File: config.mk
export PLATFORM = sky130hd
export DESIGN_NAME = quadtree_region_decoder
export DESIGN_NICKNAME = d
export VERILOG_FILES = /design/src/rtl/core/qtrd_pkg.sv /design/src/rtl/core/quadtree_region_decoder.sv /design/src/rtl/core/qtrd_quadrant.sv
export SDC_FILE = /design/constraint.sdc
export NUM_CORES = 1
export LEC_CHECK = 0
export BUFFER_PORTS_ARGS = -buffer_cell sky130_fd_sc_hd__clkbuf_2
export CAP_MARGIN = 40
export CELL_PAD_IN_SITES_DETAIL_PLACEMENT = 1
export CELL_PAD_IN_SITES_GLOBAL_PLACEMENT = 2
export CORE_MARGIN = 2
export CORE_UTILIZATION = 45
export CTS_CLUSTER_SIZE = 28
export DETAILED_ROUTE_END_ITERATION = 6
export PLACE_DENSITY = 0.81
export SYNTH_ARGS = -nofsm -noshare
export SYNTH_HDL_FRONTEND = slang
export SYNTH_SLANG_ARGS = --single-unit
export TNS_END_PERCENT = 30
File: constraint.sdc
create_clock -name i_clk -period 27.2 [get_ports i_clk]
set_input_delay 5.44 -clock i_clk [delete_from_list [all_inputs] [get_ports i_clk]]
set_output_delay 5.44 -clock i_clk [all_outputs]
set_load 0.03 [all_outputs]
File: src/rtl/core/qtrd_pkg.sv
// Shared types and constants for the quadtree region decoder.
// Used by quadtree_region_decoder and qtrd_quadrant; no dependencies.
`default_nettype none

package qtrd_pkg;

    localparam int DIM_W    = 13;
    localparam int OUT_XY_W = 12;
    localparam int COLOR_W  = 32;
    localparam int BYTE_W   = 8;
    localparam int CNT_W    = 3;
    localparam int NEXT_W   = 3;
    localparam int OUT_TDATA_W = 88;

    localparam logic [0:0] CFG_IMAGE_WIDTH  = 1'b0;
    localparam logic [0:0] CFG_IMAGE_HEIGHT = 1'b1;

    localparam logic [BYTE_W-1:0] TAG_BRANCH = 8'd0;
    localparam logic [BYTE_W-1:0] TAG_LEAF   = 8'd1;

    localparam logic [CNT_W-1:0] CNT_TAG    = 3'd0;
    localparam logic [CNT_W-1:0] CNT_BYTE1  = 3'd1;
    localparam logic [CNT_W-1:0] CNT_BYTE2  = 3'd2;
    localparam logic [CNT_W-1:0] CNT_BYTE3  = 3'd3;
    localparam logic [CNT_W-1:0] CNT_BYTE4  = 3'd4;

    localparam logic [1:0] QUAD_NW = 2'd0;
    localparam logic [NEXT_W-1:0] NEXT_FIRST = 3'd1;

    typedef struct packed {
        logic [DIM_W-1:0] x;
        logic [DIM_W-1:0] y;
        logic [DIM_W-1:0] w;
        logic [DIM_W-1:0] h;
    } t_region;

    typedef struct packed {
        t_region             parent;
        logic [NEXT_W-1:0]   next;
    } t_frame;

    typedef struct packed {
        t_region              region;
        logic [COLOR_W-1:0]   color;
        logic                 done;
        logic                 status;
    } t_result;

endpackage

`default_nettype wire

File: src/rtl/core/quadtree_region_decoder.sv
// Top level of the quadtree region decoder: sequencer, level stack and output register.
// Depends on qtrd_pkg and qtrd_quadrant.
//
// Channel   Direction  Width  Contents
// s_axis    in         8      stream byte (tag or color byte)
// m_axis    out        88     rectangle x, y, width, height, color; tlast done; tuser status
// cfg       in         13     image width (index 0), image height (index 1)
//
// Leaf tags and the first three color bytes are taken in S_IDLE; a branch tag also passes
// through S_SPLIT, where the shared quadrant unit computes the first child.
// A bad tag goes to S_EMIT and waits there on m_axis for the previous result.
// The last color byte goes through S_UNWIND, which pops finished levels one per cycle
// and takes the next sibling from the same quadrant unit, then S_EMIT, which waits on m_axis.
// Reset is synchronous and clears the sequencer, stack level and output valid.
`default_nettype none

module quadtree_region_decoder #(
    parameter int MAX_DIM     = 4096,
    parameter int STACK_DEPTH = 13
) (
    input  wire logic        i_clk,
    input  wire logic        i_rst_n,
    input  wire logic        s_axis_tvalid,
    output logic             s_axis_tready,
    input  wire logic [7:0]  s_axis_tdata,   // [7:0] stream_byte
    output logic             m_axis_tvalid,
    input  wire logic        m_axis_tready,
    // [11:0] rect_x, [23:12] rect_y, [36:24] rect_width, [49:37] rect_height,
    // [81:50] rect_color, [87:82] zero
    output logic [87:0]      m_axis_tdata,
    output logic             m_axis_tlast,   // tree_done
    output logic             m_axis_tuser,   // [0] status
    input  wire logic        i_cfg_we,
    input  wire logic [0:0]  i_cfg_idx,
    input  wire logic [12:0] i_cfg_data
);

    localparam int LVL_W = $clog2(STACK_DEPTH + 1);
    localparam int IDX_W = $clog2(STACK_DEPTH);
    localparam logic [qtrd_pkg::DIM_W-1:0] DIM_LIMIT =
        (MAX_DIM > 8191) ? 13'h1FFF : 13'(MAX_DIM);

    typedef enum logic [3:0] {
        S_IDLE   = 4'b0001,
        S_SPLIT  = 4'b0010,
        S_UNWIND = 4'b0100,
        S_EMIT   = 4'b1000
    } t_state;

    t_state                         r_state, n_state;
    logic [LVL_W-1:0]               r_level, n_level;
    logic [qtrd_pkg::CNT_W-1:0]     r_cnt, n_cnt;
    logic [23:0]                    r_acc, n_acc;
    logic                           r_err, n_err;
    qtrd_pkg::t_region              r_cur, n_cur;
    qtrd_pkg::t_result              r_res, n_res;
    qtrd_pkg::t_result              r_out, n_out;
    logic                           r_out_valid, n_out_valid;
    logic [qtrd_pkg::DIM_W-1:0]     r_img_w, r_img_h;
    qtrd_pkg::t_frame               r_stack [STACK_DEPTH];

    logic                           st_we;
    logic [IDX_W-1:0]               st_addr;
    qtrd_pkg::t_frame               st_data;
    logic [LVL_W-1:0]               lvl_m1;
    qtrd_pkg::t_frame               top_frame;
    qtrd_pkg::t_region              root;
    qtrd_pkg::t_region              base;
    qtrd_pkg::t_region              q_parent;
    logic [1:0]                     q_idx;
    qtrd_pkg::t_region              q_child;
    logic                           in_xfer;
    logic                           raise;

    assign lvl_m1    = r_level - LVL_W'(1);
    assign top_frame = r_stack[lvl_m1[IDX_W-1:0]];

    always_comb begin
        root.x = '0;
        root.y = '0;
        root.w = (r_img_w > DIM_LIMIT) ? DIM_LIMIT : r_img_w;
        root.h = (r_img_h > DIM_LIMIT) ? DIM_LIMIT : r_img_h;
    end

    assign q_parent = (r_state == S_UNWIND) ? top_frame.parent : r_cur;
    assign q_idx    = (r_state == S_UNWIND) ? top_frame.next[1:0] : qtrd_pkg::QUAD_NW;

    qtrd_quadrant u_quad (
        .i_parent (q_parent),
        .i_quad   (q_idx),
        .o_child  (q_child)
    );

    assign s_axis_tready = (r_state == S_IDLE);
    assign in_xfer       = s_axis_tvalid && s_axis_tready;

    always_comb begin
        n_state     = r_state;
        n_level     = r_level;
        n_cnt       = r_cnt;
        n_acc       = r_acc;
        n_err       = r_err;
        n_cur       = r_cur;
        n_res       = r_res;
        n_out       = r_out;
        n_out_valid = r_out_valid;
        st_we       = 1'b0;
        st_addr     = r_level[IDX_W-1:0];
        st_data     = top_frame;
        base        = (r_level == '0) ? root : r_cur;
        raise       = 1'b0;

        if (r_out_valid && m_axis_tready) begin
            n_out_valid = 1'b0;
        end

        case (r_state)
            S_IDLE: begin
                if (in_xfer && !r_err) begin
                    if (r_cnt == qtrd_pkg::CNT_TAG) begin
                        n_cur = base;
                        if (s_axis_tdata == qtrd_pkg::TAG_BRANCH) begin
                            if (r_level >= LVL_W'(STACK_DEPTH)) begin
                                raise = 1'b1;
                            end else begin
                                st_we          = 1'b1;
                                st_data.parent = base;
                                st_data.next   = qtrd_pkg::NEXT_FIRST;
                                n_level        = r_level + LVL_W'(1);
                                n_state        = S_SPLIT;
                            end
                        end else if (s_axis_tdata == qtrd_pkg::TAG_LEAF) begin
                            n_cnt = qtrd_pkg::CNT_BYTE1;
                            n_acc = '0;
                        end else begin
                            raise = 1'b1;
                        end
                    end else if (r_cnt == qtrd_pkg::CNT_BYTE4) begin
                        n_res.region = r_cur;
                        n_res.color  = {s_axis_tdata, r_acc};
                        n_res.done   = 1'b0;
                        n_res.status = 1'b0;
                        n_cnt        = qtrd_pkg::CNT_TAG;
                        n_acc        = '0;
                        n_state      = S_UNWIND;
                    end else begin
                        case (r_cnt)
                            qtrd_pkg::CNT_BYTE1: n_acc[7:0]   = s_axis_tdata;
                            qtrd_pkg::CNT_BYTE2: n_acc[15:8]  = s_axis_tdata;
                            qtrd_pkg::CNT_BYTE3: n_acc[23:16] = s_axis_tdata;
                            default:             n_acc        = r_acc;
                        endcase
                        n_cnt = r_cnt + qtrd_pkg::CNT_W'(1);
                    end
                    if (raise) begin
                        n_err        = 1'b1;
                        n_cnt        = qtrd_pkg::CNT_TAG;
                        n_res        = '0;
                        n_res.done   = 1'b1;
                        n_res.status = 1'b1;
                        n_state      = S_EMIT;
                    end
                end
            end
            S_SPLIT: begin
                n_cur   = q_child;
                n_state = S_IDLE;
            end
            S_UNWIND: begin
                if (r_level == '0) begin
                    n_res.done = 1'b1;
                    n_cur      = root;
                    n_state    = S_EMIT;
                end else if (!top_frame.next[2]) begin
                    n_cur        = q_child;
                    st_we        = 1'b1;
                    st_addr      = lvl_m1[IDX_W-1:0];
                    st_data.next = top_frame.next + qtrd_pkg::NEXT_W'(1);
                    n_state      = S_EMIT;
                end else begin
                    n_level = lvl_m1;
                end
            end
            S_EMIT: begin
                if (!r_out_valid || m_axis_tready) begin
                    n_out       = r_res;
                    n_out_valid = 1'b1;
                    n_state     = S_IDLE;
                end
            end
            default: begin
                n_state = S_IDLE;
            end
        endcase
    end

    always_ff @(posedge i_clk) begin
        if (!i_rst_n) begin
            r_state     <= S_IDLE;
            r_level     <= '0;
            r_cnt       <= qtrd_pkg::CNT_TAG;
            r_acc       <= '0;
            r_err       <= 1'b0;
            r_out_valid <= 1'b0;
            r_img_w     <= 13'd1;
            r_img_h     <= 13'd1;
            r_cur       <= '{x: '0, y: '0, w: 13'd1, h: 13'd1};
        end else begin
            r_state     <= n_state;
            r_level     <= n_level;
            r_cnt       <= n_cnt;
            r_acc       <= n_acc;
            r_err       <= n_err;
            r_out_valid <= n_out_valid;
            r_cur       <= n_cur;
            if (i_cfg_we && i_cfg_idx == qtrd_pkg::CFG_IMAGE_WIDTH) begin
                r_img_w <= i_cfg_data;
            end
            if (i_cfg_we && i_cfg_idx == qtrd_pkg::CFG_IMAGE_HEIGHT) begin
                r_img_h <= i_cfg_data;
            end
        end
    end

    always_ff @(posedge i_clk) begin
        r_res <= n_res;
        r_out <= n_out;
    end

    always_ff @(posedge i_clk) begin
        if (st_we) begin
            r_stack[st_addr] <= st_data;
        end
    end

    assign m_axis_tvalid = r_out_valid;
    assign m_axis_tdata  = {6'd0,
                            r_out.color,
                            r_out.region.h,
                            r_out.region.w,
                            r_out.region.y[qtrd_pkg::OUT_XY_W-1:0],
                            r_out.region.x[qtrd_pkg::OUT_XY_W-1:0]};
    assign m_axis_tlast  = r_out.done;
    assign m_axis_tuser  = r_out.status;

endmodule

`default_nettype wire

File: src/rtl/core/qtrd_quadrant.sv
// Quadrant unit: computes one child region of a parent region.
// Depends on qtrd_pkg.
`default_nettype none

module qtrd_quadrant (
    input  wire qtrd_pkg::t_region i_parent,
    input  wire logic [1:0]        i_quad,
    output qtrd_pkg::t_region      o_child
);

    logic [qtrd_pkg::DIM_W-1:0] w_half;
    logic [qtrd_pkg::DIM_W-1:0] h_half;

    always_comb begin
        w_half = i_parent.w >> 1;
        h_half = i_parent.h >> 1;
        if (i_quad[0]) begin
            o_child.x = i_parent.x + w_half;
            o_child.w = i_parent.w - w_half;
        end else begin
            o_child.x = i_parent.x;
            o_child.w = w_half;
        end
        if (i_quad[1]) begin
            o_child.y = i_parent.y + h_half;
            o_child.h = i_parent.h - h_half;
        end else begin
            o_child.y = i_parent.y;
            o_child.h = h_half;
        end
    end

endmodule

`default_nettype wire

# After elaboration in Yosys (flattened, before gate mapping)
# Memory sizes are Yosys's and may differ from the RTL's.
# Cells that the tools add are included.
# Widths: inputs -> output; s select.
# word_totals
ff_bits,283
latch_bits,0
ramBits,715
romBits,0
output_inout_bits,92
elab_cells,175
mem_count,1
# mem_list
name,depth,word_bits,rd,rd_ports_with_merged_regs,write_ports,line,source
r_stack,13,55,1,0,1,quadtree_region_decoder.sv:60,qtrd_pkg::t_frame r_stack [STACK_DEPTH];
# op_classes
addsub,8
multipliers,0
div,0
order_cmp,3
eq_ne,28
shifts,0
muxes,78
bitwise,1
reduce_logical,28
# op_table
operator,n
$mux 52,7
$mux 55,4
$mux 85,2
$pmux 52 s3,1
$mux 24,4
$mux 13,6
$mux 4,18
$add 13x12->13,2
$gt 13x13->1 const B,2
$sub 13x12->13,2
$mux 8,3
$mux 3,7
$reduce_and 5->1,4
$mux 1,18
$ne 2x1->1 const B,6
$pmux 4 s3,1
$reduce_and 4->1,3
$reduce_bool 3->1,4
$ne 2x2->1 const B,5
$ne 3x2->1 const B,3
$eq 8x1->1 const B,1
$logic_not 8->1,1
$pmux 4 s2,1
$reduce_and 7->1,1
other kinds (28),40

# Longest topological paths before layout
# depth
depth_word,9
ltp_mapped,39

# Cells and area by module
# A second synthesis with hierarchy kept.
# unflattened
hier_cells,2552
area_unflattened_um2,41617.4
# modules_own_cells
module,instances,cells_per_inst,area_each_um2
quadtree_region_decoder,1,2188,38961.1
qtrd_quadrant,1,364,2656.3

# Worst setup path after synthesis
# OpenSTA, ideal clock, no wires.
# synth_path
path_type,input-to-reg
startpoint,in s_axis_tdata[3]
endpoint,"mem r_stack[12][0] (netlist name), enable pin"
setup_time_ns,0.529
arrival_time_ns,10.452
required_time_ns,26.671
path_slack_ns,16.219
cell_stages,6
path_cell_list,or4_1 > nor4_1 > nand3_1 > nor3_1 > a31oi_1 > nor3_1
# synth_between
elab_chain_cells,7
# synth_lines
element,line,source
from (decl),quadtree_region_decoder.sv:25,"input wire logic [7:0] s_axis_tdata,"
$logic_not 8->1,quadtree_region_decoder.sv:122,if (s_axis_tdata == qtrd_pkg::TAG_BRANCH) begin
$mux 1,quadtree_region_decoder.sv:122,
$mux 1,quadtree_region_decoder.sv:120,if (r_cnt == qtrd_pkg::CNT_TAG) begin
$mux 1,quadtree_region_decoder.sv:119,if (in_xfer && !r_err) begin
$pmux 1 s2,quadtree_region_decoder.sv:117,case (r_state)
$mux 1,quadtree_region_decoder.sv:231,if (st_we) begin
$mux 1 (implied by the code),quadtree_region_decoder.sv:232,r_stack[st_addr] <= st_data;
to (decl),quadtree_region_decoder.sv:60,
# Every way passes these cells.

# Worst setup path after layout
# layout_path
startpoint,in s_axis_tdata[3]
endpoint,"mem r_stack[8][7] (netlist name), enable pin"
# The elaborated chain is that of the path after synthesis.

==> flow_metrics.env <==
export IMPL_status="completed"
export IMPL_synth_flop_cell="edfxtp_1"
export IMPL_power_density_nw_per_um2=80.3
export IMPL_die_w_um=306
export IMPL_fin_setup_tns_ps=0
export IMPL_peakVddDrop_v=0.0000556
export IMPL_grt_pass1_vias=25813
export IMPL_drive_gt1_share_pct=20.9
export IMPL_cp_common_cell="buf_4"
export IMPL_wire_per_inst_um=28.5
export IMPL_core_um2=90300
export IMPL_antenna_found_initial=4
export IMPL_htreeDepth=3
export IMPL_fin_nets=2902
export IMPL_yosysTopAreaCell="edfxtp_1"
export IMPL_rsz0062_at_grt="no"
export IMPL_cts_clk_slew_worst_paths_ps=60
export IMPL_cts_resized=0
export IMPL_insertion_delay_ps=690
export IMPL_fin_util_pct=51.9
export IMPL_slowest_delay_ps=660
export IMPL_worst_pin_slew_ps=1010
export IMPL_max_freq_mhz=116
export IMPL_drc=0
export IMPL_multiInputGateArea_um2=12400
export IMPL_num_fill_cells=8482
export IMPL_synthTopCellsByArea="edfxtp_1, mux4_2, dfxtp_1"
export IMPL_antenna_left=0
export IMPL_syn_inst=2641
export IMPL_ys_async_sr_fraction_pct=0
export IMPL_start_util_pct=45.6
export IMPL_drv_cap=0
export IMPL_layout_commonest_cell="edfxtp_1"
export IMPL_end_kind="register"
export IMPL_cp_slowest_cell="buf_4"
export IMPL_first_pass_iters=5
export IMPL_setup_viol=0
export IMPL_io_pins=119
export IMPL_dr_first_iter_drc_count=2568
export IMPL_hold_buffers=0
export IMPL_numCtsBuffers=97
export IMPL_synth_cell_types=84
export IMPL_worstPathArrival_ps=8900
export IMPL_synth_avg_cell_area_um2=15.6
export IMPL_synth_top_area_share_pct=62.6
export IMPL_hold_path_class="reg -> reg"
export IMPL_syn_area_um2=41100
export IMPL_place_congestion=0.859
export IMPL_synth_edf_count=857
export IMPL_grt_overflow_total=0
export IMPL_cts_setup_buffers=0
export IMPL_syn_to_final_growth_pct=13.9
export IMPL_portBuffers=112
export IMPL_path_cells="clkbuf_2 -> or4_1 -> nor4_1 -> clkdlybuf4s18_2 -> nand3_2 -> buf_4 -> nor3_1 -> a31oi_1 -> clkbuf_4 -> nor2_4 -> buf_4"
export IMPL_vias_per_cell=6.05
export IMPL_path_max_fanout=44
export IMPL_ys_warn_count=0
export IMPL_die_height_um=306
export IMPL_clk_path_buf_depth=3
export IMPL_grt_max_degree=75
export IMPL_rows=110
export IMPL_final_cell_mix="edfxtp_1, nand2_1, o21ai_0"
export IMPL_clkSinkCount=970
export IMPL_critical_path_required_ps=27510
export IMPL_dieArea_um2=93800
export IMPL_seq_area_frac_synth_pct=68.1
export IMPL_critPathLaunchType="primary input"
export IMPL_slew_headroom_pct=32.8
export IMPL_p_leak_uw=0.0151
export IMPL_grt_pass1_wl_mm=172
export IMPL_cts_tree="built"
export IMPL_final_hold_viol_count=0
export IMPL_clock_root_buffer="clkbuf_16"
export IMPL_skew_ps=22.1
export IMPL_finalCritPeriodShare_pct=31.6
export IMPL_track_usage_pct=24.7
export IMPL_seqCellArea_um2=28000
export IMPL_period_needed_ps=8590
export IMPL_ys_ff_latch=970
export IMPL_dp_hpwl_mm=75.3
export IMPL_postRouteWirelength_mm=116
export IMPL_path_class="in -> reg"
export IMPL_report_final_slew_viol_count=0
export IMPL_vias=24653
-- cells by family (layout without fill, tap and decap cells) --
kind of cell	after synthesis	after routing	synth area share (%)
AO/OA/AOI/OAI	451	451	6.75
XOR/XNOR	53	53	1.17
adder cells (fa/ha/maj)	59	59	1.83
buffers and inverters	194	445	2.22
flip-flops	970	970	68.1
multiplexers	312	312	13.0
other	1	8	0.00912
AND/OR/NAND/NOR	601	601	6.94
-- state kept, by name, indices dropped and copies added (netlist names) --
name	count
r_img_w	13
r_state	4
r_cur	50
r_cnt	3
m_axis_tlast	1
r_img_h	13
r_stack	689
m_axis_tdata	82
r_err	1
r_acc	24
r_level	4
r_res	84
m_axis_tuser	1
m_axis_tvalid	1
-- area by class of cell --
cell class | count | share of cell area [%]
sequential | 970 | 59.8
multi-input combinational | 1482 | 26.5
clock buffer | 124 | 5.57
timing repair buffer | 230 | 3.47
tap | 1176 | 3.14
clock inverter | 52 | 1.24
inverter | 39 | 0.313
antenna | 2 | 0.0107
-- Yosys cell counts (19+ instances only) --
cell type  count
xor2_1        21
nand2_1      207
dfxtp_1      113
nor2_1       143
nor2b_1      103
mux2_2        38
buf_2         24
a21oi_1      126
mux4_1        19
mux4_2       144
xnor2_1       31
mux2i_1      103
o21ai_0      152
a22oi_1       25
ha_1          52
clkbuf_1      94
nand3_1       43
nor3_1        26
a211oi_1      20
edfxtp_1     857
inv_1         37
buf_4         20
-- power breakdown --
group | switching (uW) | internal (uW)
sequential | 55.3 | 1730
combinational | 420 | 211
clock | 578 | 768
total | 1050 | 2710
-- worst max-delay path, delay by kind of cell --
kind	cells	cell delay (ps)
buf+inv	5	1590
compound gates	1	70
simple gates	5	1700
-- routing by layer --
metal  vias up  global-route usage (%)  part of all wire [%]
met5         -                       0                0.0069
met4         2                    7.62                   2.3
met3       185                    3.87                   6.8
met2       983                    41.2                    49
met1     12882                    33.5                    42
li1      10601                       -                     -
-- stage by stage --
step	hold slack [ps]	setup WS [ps]	cells	total power (uW)	area [um2]
floorplan	400	16220	2646	2230	41100
global placement	401	17430	3830	2410	43000
detailed placement	406	17880	3888	2440	43600
CTS	413	18580	4064	3790	46800
global route	416	18400	4073	3910	46800
finish	410	18610	4075	3760	46800
-- path summary, 6_finish.rpt --
check	start	end	slack [ps]	depth (start not counted)
worst max-delay path	s_axis_tdata[3]	r_stack[8][7]	18610	11
worst min-delay path	r_res[54]	m_axis_tdata[31]	410	0
worst max register to register	r_level[0]	r_cur[34]	19750	19
worst min register to register	r_res[54]	m_axis_tdata[31]	410	0
(Power assumes the default switching activity.)
